<file path="src/hw/rtl/cpt_pkg.sv">
// Shared constants and types for the Clarke/Park transform pipeline.
`timescale 1ns / 1ps
`default_nettype none

package cpt_pkg;

    // Default sample width and the fixed angle width (Q14 cosine and sine).
    localparam int SAMPLE_WIDTH_DEFAULT = 16;
    localparam int ANGLE_WIDTH          = 16;

    // Q15 constants.
    localparam logic signed [15:0] K_INV_SQRT3     = 16'sd18919;  // 1/sqrt(3)
    localparam logic signed [16:0] K_TWO_INV_SQRT3 = 17'sd37838;  // 2/sqrt(3)
    localparam logic signed [15:0] K_SQRT3_HALF    = 16'sd28378;  // sqrt(3)/2

    // Operation codes.
    typedef enum logic [0:0] {
        OP_FORWARD = 1'b0,   // phases to d/q
        OP_INVERSE = 1'b1    // d/q to phases
    } op_t;

endpackage

`default_nettype wire

</file>
<file path="src/hw/rtl/clarke_park_transform_top.sv">
// Clarke/Park transform: five-stage pipeline with valid/ready channels.
`timescale 1ns / 1ps
`default_nettype none

// Throughput: one item per cycle unless stalled; stages multiply, add, or both.
// A stage advances when it is empty or the stage after it advances, so bubbles
// collapse and a stalled output still lets upstream stages fill.
// Reset (aresetn low, synchronous) clears all stage valid bits; data registers keep
// whatever they held.
module clarke_park_transform_top #(
    parameter int SAMPLE_WIDTH = cpt_pkg::SAMPLE_WIDTH_DEFAULT
) (
    input  wire logic                           aclk,
    input  wire logic                           aresetn,
    // input channel
    input  wire logic                           s_valid,
    output      logic                           s_ready,
    input  wire logic                           s_opcode,
    input  wire logic signed [SAMPLE_WIDTH-1:0] s_first_in,
    input  wire logic signed [SAMPLE_WIDTH-1:0] s_second_in,
    input  wire logic signed [cpt_pkg::ANGLE_WIDTH-1:0] s_cos_angle,
    input  wire logic signed [cpt_pkg::ANGLE_WIDTH-1:0] s_sin_angle,
    // result channel
    output      logic                           m_valid,
    input  wire logic                           m_ready,
    output      logic signed [SAMPLE_WIDTH-1:0] m_first_out,
    output      logic signed [SAMPLE_WIDTH-1:0] m_second_out,
    output      logic signed [SAMPLE_WIDTH-1:0] m_third_out,
    output      logic                           m_saturated
);
    import cpt_pkg::*;

    // ------------------------------------------------------------------
    // Widths, all derived from SAMPLE_WIDTH
    // ------------------------------------------------------------------
    localparam int SW   = SAMPLE_WIDTH;
    localparam int AW   = ANGLE_WIDTH;
    localparam int NW   = AW + 1;        // sine, possibly negated
    localparam int VW   = SW + 1;        // Clarke y reaches about 1.73 full scale
    localparam int CW   = SW + 18;       // Clarke sum
    localparam int PW   = NW + VW;       // rotation products
    localparam int SUMW = PW + 1;        // rotation sums
    localparam int RW   = SUMW - 14;     // rotated values after the Q14 shift
    localparam int MW   = RW + 16;       // phase-spread products
    localparam int EW   = MW + 1 - 15;   // phase values before saturation

    localparam logic signed [CW-1:0]   RND15_C = {{(CW-15){1'b0}}, 1'b1, 14'b0};
    localparam logic signed [SUMW-1:0] RND14_S = {{(SUMW-14){1'b0}}, 1'b1, 13'b0};
    localparam logic signed [MW:0]     RND15_M = {{(MW-14){1'b0}}, 1'b1, 14'b0};

    localparam logic signed [EW-1:0] SAT_MAX = {{(EW-SW+1){1'b0}}, {(SW-1){1'b1}}};
    localparam logic signed [EW-1:0] SAT_MIN = {{(EW-SW+1){1'b1}}, {(SW-1){1'b0}}};

    // Clip to the sample range; the top bit of the result is the clip flag.
    function automatic logic [SW:0] sat_pack(input logic signed [EW-1:0] v);
        logic [SW:0] r;
        if (v > SAT_MAX) begin
            r = {1'b1, SAT_MAX[SW-1:0]};
        end else if (v < SAT_MIN) begin
            r = {1'b1, SAT_MIN[SW-1:0]};
        end else begin
            r = {1'b0, v[SW-1:0]};
        end
        return r;
    endfunction

    // ------------------------------------------------------------------
    // Handshake: each stage advances when empty or when the next advances
    // ------------------------------------------------------------------
    logic v1_reg, v2_reg, v3_reg, v4_reg, v5_reg;
    logic v1_next, v2_next, v3_next, v4_next, v5_next;
    logic en1, en2, en3, en4, en5;

    assign en5 = !v5_reg || m_ready;
    assign en4 = !v4_reg || en5;
    assign en3 = !v3_reg || en4;
    assign en2 = !v2_reg || en3;
    assign en1 = !v1_reg || en2;

    assign s_ready = en1;
    assign m_valid = v5_reg;

    assign v1_next = en1 ? s_valid : v1_reg;
    assign v2_next = en2 ? v1_reg  : v2_reg;
    assign v3_next = en3 ? v2_reg  : v3_reg;
    assign v4_next = en4 ? v3_reg  : v4_reg;
    assign v5_next = en5 ? v4_reg  : v5_reg;

    always_ff @(posedge aclk) begin
        if (!aresetn) begin
            v1_reg <= 1'b0;
            v2_reg <= 1'b0;
            v3_reg <= 1'b0;
            v4_reg <= 1'b0;
            v5_reg <= 1'b0;
        end else begin
            v1_reg <= v1_next;
            v2_reg <= v2_next;
            v3_reg <= v3_next;
            v4_reg <= v4_next;
            v5_reg <= v5_next;
        end
    end

    // ------------------------------------------------------------------
    // Stage 1: Clarke y for forward items, operand setup.
    // Both directions share one rotation form:
    //   o0 = cos*u + n*v,  o1 = cos*v - n*u
    // with n = sin (forward, u = a, v = y) or n = -sin (inverse, u = d, v = q).
    // ------------------------------------------------------------------
    op_t                   op1_reg, op1_next;
    logic signed [SW-1:0]  u1_reg,  u1_next;
    logic signed [VW-1:0]  w1_reg,  w1_next;
    logic signed [AW-1:0]  c1_reg,  c1_next;
    logic signed [NW-1:0]  n1_reg,  n1_next;

    logic signed [CW-1:0]  clarke_sum;
    logic signed [CW-1:0]  clarke_rnd;

    always_comb begin
        op1_next   = op_t'(s_opcode);
        clarke_sum = CW'(K_INV_SQRT3) * CW'(s_first_in)
                   + CW'(K_TWO_INV_SQRT3) * CW'(s_second_in);
        clarke_rnd = clarke_sum + RND15_C;
        u1_next    = s_first_in;
        c1_next    = s_cos_angle;
        if (op1_next == OP_INVERSE) begin
            w1_next = VW'(s_second_in);
            n1_next = -NW'(s_sin_angle);
        end else begin
            w1_next = clarke_rnd[VW+14:15];
            n1_next = NW'(s_sin_angle);
        end
    end

    always_ff @(posedge aclk) begin
        if (en1) begin
            op1_reg <= op1_next;
            u1_reg  <= u1_next;
            w1_reg  <= w1_next;
            c1_reg  <= c1_next;
            n1_reg  <= n1_next;
        end
    end

    // ------------------------------------------------------------------
    // Stage 2: the four rotation products
    // ------------------------------------------------------------------
    op_t                  op2_reg, op2_next;
    logic signed [PW-1:0] pcu_reg, pcu_next;
    logic signed [PW-1:0] pnw_reg, pnw_next;
    logic signed [PW-1:0] pcw_reg, pcw_next;
    logic signed [PW-1:0] pnu_reg, pnu_next;

    always_comb begin
        op2_next = op1_reg;
        pcu_next = PW'(c1_reg) * PW'(u1_reg);
        pnw_next = PW'(n1_reg) * PW'(w1_reg);
        pcw_next = PW'(c1_reg) * PW'(w1_reg);
        pnu_next = PW'(n1_reg) * PW'(u1_reg);
    end

    always_ff @(posedge aclk) begin
        if (en2) begin
            op2_reg <= op2_next;
            pcu_reg <= pcu_next;
            pnw_reg <= pnw_next;
            pcw_reg <= pcw_next;
            pnu_reg <= pnu_next;
        end
    end

    // ------------------------------------------------------------------
    // Stage 3: sums with Q14 rounding
    // ------------------------------------------------------------------
    op_t                    op3_reg, op3_next;
    logic signed [RW-1:0]   r0_3_reg, r0_3_next;
    logic signed [RW-1:0]   r1_3_reg, r1_3_next;
    logic signed [SUMW-1:0] sum0, sum1;

    always_comb begin
        op3_next  = op2_reg;
        sum0      = SUMW'(pcu_reg) + SUMW'(pnw_reg) + RND14_S;
        sum1      = SUMW'(pcw_reg) - SUMW'(pnu_reg) + RND14_S;
        r0_3_next = sum0[SUMW-1:14];
        r1_3_next = sum1[SUMW-1:14];
    end

    always_ff @(posedge aclk) begin
        if (en3) begin
            op3_reg  <= op3_next;
            r0_3_reg <= r0_3_next;
            r1_3_reg <= r1_3_next;
        end
    end

    // ------------------------------------------------------------------
    // Stage 4: phase-spread products -x/2 and (sqrt3/2)*y, both Q15
    // ------------------------------------------------------------------
    op_t                  op4_reg, op4_next;
    logic signed [RW-1:0] r0_4_reg, r0_4_next;
    logic signed [RW-1:0] r1_4_reg, r1_4_next;
    logic signed [MW-1:0] mx_reg, mx_next;
    logic signed [MW-1:0] my_reg, my_next;

    always_comb begin
        op4_next  = op3_reg;
        r0_4_next = r0_3_reg;
        r1_4_next = r1_3_reg;
        mx_next   = -(MW'(r0_3_reg) <<< 14);
        my_next   = MW'(K_SQRT3_HALF) * MW'(r1_3_reg);
    end

    always_ff @(posedge aclk) begin
        if (en4) begin
            op4_reg  <= op4_next;
            r0_4_reg <= r0_4_next;
            r1_4_reg <= r1_4_next;
            mx_reg   <= mx_next;
            my_reg   <= my_next;
        end
    end

    // ------------------------------------------------------------------
    // Stage 5: Q15 rounding of phases b and c, saturation, output register
    // ------------------------------------------------------------------
    logic signed [SW-1:0] o0_reg, o0_next;
    logic signed [SW-1:0] o1_reg, o1_next;
    logic signed [SW-1:0] o2_reg, o2_next;
    logic                 sat_reg, sat_next;

    logic signed [MW:0]   sum_b, sum_c;
    logic signed [EW-1:0] pb, pc;
    logic [SW:0]          s0, s1, s2, sb, sc;

    always_comb begin
        sum_b = (MW+1)'(mx_reg) + (MW+1)'(my_reg) + RND15_M;
        sum_c = (MW+1)'(mx_reg) - (MW+1)'(my_reg) + RND15_M;
        pb    = sum_b[MW:15];
        pc    = sum_c[MW:15];
        s0    = sat_pack(EW'(r0_4_reg));
        s1    = sat_pack(EW'(r1_4_reg));
        sb    = sat_pack(pb);
        sc    = sat_pack(pc);
        if (op4_reg == OP_INVERSE) begin
            s2 = sc;
            o1_next = sb[SW-1:0];
            sat_next = s0[SW] | sb[SW] | sc[SW];
        end else begin
            // forward: third output is zero and never clips
            s2 = '0;
            o1_next = s1[SW-1:0];
            sat_next = s0[SW] | s1[SW];
        end
        o0_next = s0[SW-1:0];
        o2_next = s2[SW-1:0];
    end

    always_ff @(posedge aclk) begin
        if (en5) begin
            o0_reg  <= o0_next;
            o1_reg  <= o1_next;
            o2_reg  <= o2_next;
            sat_reg <= sat_next;
        end
    end

    assign m_first_out  = o0_reg;
    assign m_second_out = o1_reg;
    assign m_third_out  = o2_reg;
    assign m_saturated  = sat_reg;

endmodule

`default_nettype wire
</file>
<file path="config.mk">
export PLATFORM = sky130hd
export DESIGN_NAME = clarke_park_transform_top
export DESIGN_NICKNAME = d
export VERILOG_FILES = /design/src/hw/rtl/cpt_pkg.sv /design/src/hw/rtl/clarke_park_transform_top.sv
export SDC_FILE = /design/constraint.sdc
export NUM_CORES = 2
export LEC_CHECK = 0
export BUFFER_PORTS_ARGS = -buffer_cell sky130_fd_sc_hd__buf_2
export CORE_MARGIN = 2
export CORE_UTILIZATION = 55
export DETAILED_ROUTE_END_ITERATION = 10
export PLACE_DENSITY = 0.72
export RECOVER_POWER = 100
export SLEW_MARGIN = 10
export SYNTH_ARGS = -nofsm -noshare
export SYNTH_HDL_FRONTEND = slang
export SYNTH_SLANG_ARGS = --single-unit
</file>
<file path="constraint.sdc">
create_clock -name aclk -period 11.6 [get_ports aclk]
set_clock_uncertainty 0.05 [all_clocks]
set_input_delay 2.32 -clock aclk [delete_from_list [all_inputs] [get_ports aclk]]
set_output_delay 2.32 -clock aclk [all_outputs]
set_load 0.01 [all_outputs]
</file>
==> reports/results.tsv <==
stage	metric	value	unit
setup_path	Largest delay share family, worst path	adder cells	
worst_hold_path	Hold Path Depth	0	
timing	Max Slew Vio Count	548	
timing	min cycle time layout	11.19	ns
global_routing	first-pass GRT wire length	308600	um
timing	final hold violation count	0	
global_routing	vias in the first global route	58180	
finish	multi-input logic area	0.05752	sq mm
timing	fin crit share	0.9645	
synthesis	Syn Area/Cell	9.933	sq um
finish	share of cells above drive strength 1	0.03313	
floorplan	core area	0.1394	sq mm
placement	Port Buf Inserts	119	
synthesis	syn_nets	10210	
clocking	CTS tree	done	
synthesis	Top FF cell, synth	edfxtp_1	
synthesis	multiplexer share of the synthesized area	0.001604	
setup_path	crit end category	flop	
route	Vias	53130	
timing	FMAX	89.38	MHz
global_routing	largest net degree at the start of global routing	89	
worst_hold_path	type of the most critical hold path	reg -> reg	
setup_path	worst path arrival time	11.49	ns
global_routing	GRT overflow	0	
worst_hold_path	WHS Endpoint	op4_reg	
synthesis	Synth Area in XOR/XNOR	0.03822	
synthesis	largest family of logic cells by synthesized area	adder cells	
run_status	status	finished, violations left	
setup_path	RR Endpoint	pcw_reg[32]	
route	Routed WL	187000	um
clocking	root buf cell	clkbuf_16	
synthesis	Synth Area in Simple Gates	0.1144	
setup_path	crit path max fanout	4	
route	ANT nets after route	0	
clocking	post-CTS setup repair buffer count	0	
setup_path	slowest stage delay, CP	0.61	ns
synthesis	ys async rst share	0	
setup_path	WP data required	11.90	ns
placement	routability cong.	0.9380	
finish	area grow syn2layout	5.579	%
timing	endpoints failing setup	0	
setup_path	CP bufs+invs	10	
synthesis	Post-Synthesis Cells	7774	
setup_path	FF-to-FF path depth	22	
synthesis	Synth Area in Compound Gates	0.06789	
route	DRC	0	
synthesis	synth warn	0	
finish	FILL cells	11910	
setup_path	critical path type	in -> reg	
global_routing	initial antenna violation count	13	
setup_path	critical path startpoint category	input pin	
floorplan	die footprint	0.1434	sq mm
finish	most frequent cells in the layout	1842 x inv_1, 1444 x fa_1, 920 x ha_1	
route	Starting DRT DRC Count	3202	
route	Initial DRT Pass Iterations	5	
synthesis	Synth Area in Adders	0.5234	
floorplan	die width	378.7	um
finish	most common cell after layout, fill and taps aside	inv_1	
timing	Hold Slack	0.3730	ns
clocking	worst skew pair latency	0.68	ns
synthesis	Synth Cell Area	0.07722	sq mm
finish	Final #Nets	10240	
finish	register area	0.01184	sq mm
clocking	Clk pin slew, worst setup/hold paths	0.06	ns
flow_run	# Max-Cap Violations	12	
timing	relative slew slack	-2.017	
clocking	hold-fix buffers at CTS	0	
synthesis	Yosys reg bits	396	
setup_path	launching point of the worst reg2reg path	c1_reg[1]	
clocking	Max clock buf depth	3	
timing	Worst Max-Slew Pin Slew	4.526	ns
synthesis	Synth cell types	92	
worst_hold_path	HP Start	op3_reg	
setup_path	slowest CP cell	fa_1	
synthesis	sequential cell area fraction in the yosys report	0.1533	
floorplan	IO Pins	120	
floorplan	Chip Height	378.7	um
clocking	TritonCTS buffer count	49	
global_routing	All-Layer GR Usage	0.2746	
clocking	# H-tree levels	2	
synthesis	Post-synth EDFFs	391	
clocking	CTS sink count	396	
run_status	failing checks	capacitance limit, slew limit	
route	wire length per cell	19.22	um
floorplan	Initial Util	0.5541	
route	Vias/cell	5.462	
floorplan	row count	137	
setup_path	FF-to-FF setup slack	2.29	ns
placement	hpwl dp	152200	um
stage by stage:
step | setup TNS [ns] | cells | setup WS [ns] | area, sq um | util
global placement | -0.2959 | 9631 | -0.1408 | 80000 | 0.5741
floorplan | 0 | 7774 | 0.4305 | 77220 | -
CTS | 0 | 9722 | 0.4702 | 81700 | 0.5862
finish | 0 | 9728 | 0.4116 | 81530 | 0.5850
global route | -0.04000 | 9724 | -0.03408 | 81520 | 0.5850
detailed placement | -0.5356 | 9631 | -0.1975 | 80000 | 0.5741
logic make-up (layout without fill, tap and decap cells):
family,count (synthesis),after routing
AOI/OAI and AO/OA,808,808
and+or+nand+nor,1783,1783
DFF,396,396
other,0,5
xor gates and xnor gates,337,337
muxes,12,12
buffers and inverters,2074,2147
adders and majority gates,2364,2364
worst reg2reg max path, delay by kind of cell (launching register included):
family | cells | cell delay (ns)
adders and majority gates | 7 | 3.76
buffers and inverters | 4 | 1.57
xor gates and xnor gates | 1 | 0.52
and+or+nand+nor | 5 | 1.00
AOI/OAI and AO/OA | 5 | 1.38
DFF | 1 | 0.77
cells in the mapped netlist (16+ instances only):
cell	count	share of area
clkbuf_1	219	0.011
nor2b_1	42	0.0034
o21a_1	47	0.0046
a31oi_1	26	0.0021
inv_1	1842	0.090
edfxtp_1	391	0.15
nand2b_1	94	0.0076
fa_1	1444	0.37
and2_1	462	0.037
xor2_1	76	0.0086
o21ai_0	142	0.0092
nand3_1	67	0.0043
or3_1	23	0.0019
a21oi_1	242	0.016
a21o_1	124	0.012
nand2_1	735	0.036
o21bai_1	31	0.0030
and3_1	23	0.0019
or2_2	18	0.0015
o21ai_1	24	0.0016
ha_1	920	0.15
o211ai_1	21	0.0020
nor2_1	176	0.0086
a211oi_1	28	0.0027
xnor2_1	261	0.030
nor3_1	60	0.0039
o31ai_1	16	0.0016
nand4_1	19	0.0015
nor4_1	16	0.0013
metal layers:
metal	GRT usage	routed length, um
met5	0	115
met4	0.1060	8179
met3	0.04137	12330
met2	0.4685	90160
met1	0.3527	76230
what timing repair did:
action,4_1_cts,5_1_grt
endpoints found under the setup margin,0,2
resized for setup,0,2
hold endpoints to repair,0,0
layout make-up:
cell class              count  area share
clock inverters            37    0.005540
multi-input cells        5304      0.7055
repair buffers            214     0.01472
inverters                1842     0.08481
diodes                      5   0.0001535
flip-flops and latches    396      0.1452
clock buffers              54     0.01527
well taps                1876     0.02879
worst max-delay path by stage:
stage,start,to,slack [ns],cells past startpoint
2_1_floorplan,s_second_in[4],w1_reg[16],0.43,37
3_3_place_gp,s_second_in[4],w1_reg[15],-0.14,40
3_5_place_dp,s_second_in[4],w1_reg[15],-0.20,40
4_1_cts,s_second_in[4],w1_reg[15],0.47,40
5_1_grt,s_second_in[4],w1_reg[15],-0.03,40
6_report,s_second_in[4],w1_reg[15],0.41,40
Power is not shown: default switching activity piles up to over one toggle a cycle in this logic, so the estimate is an artifact.
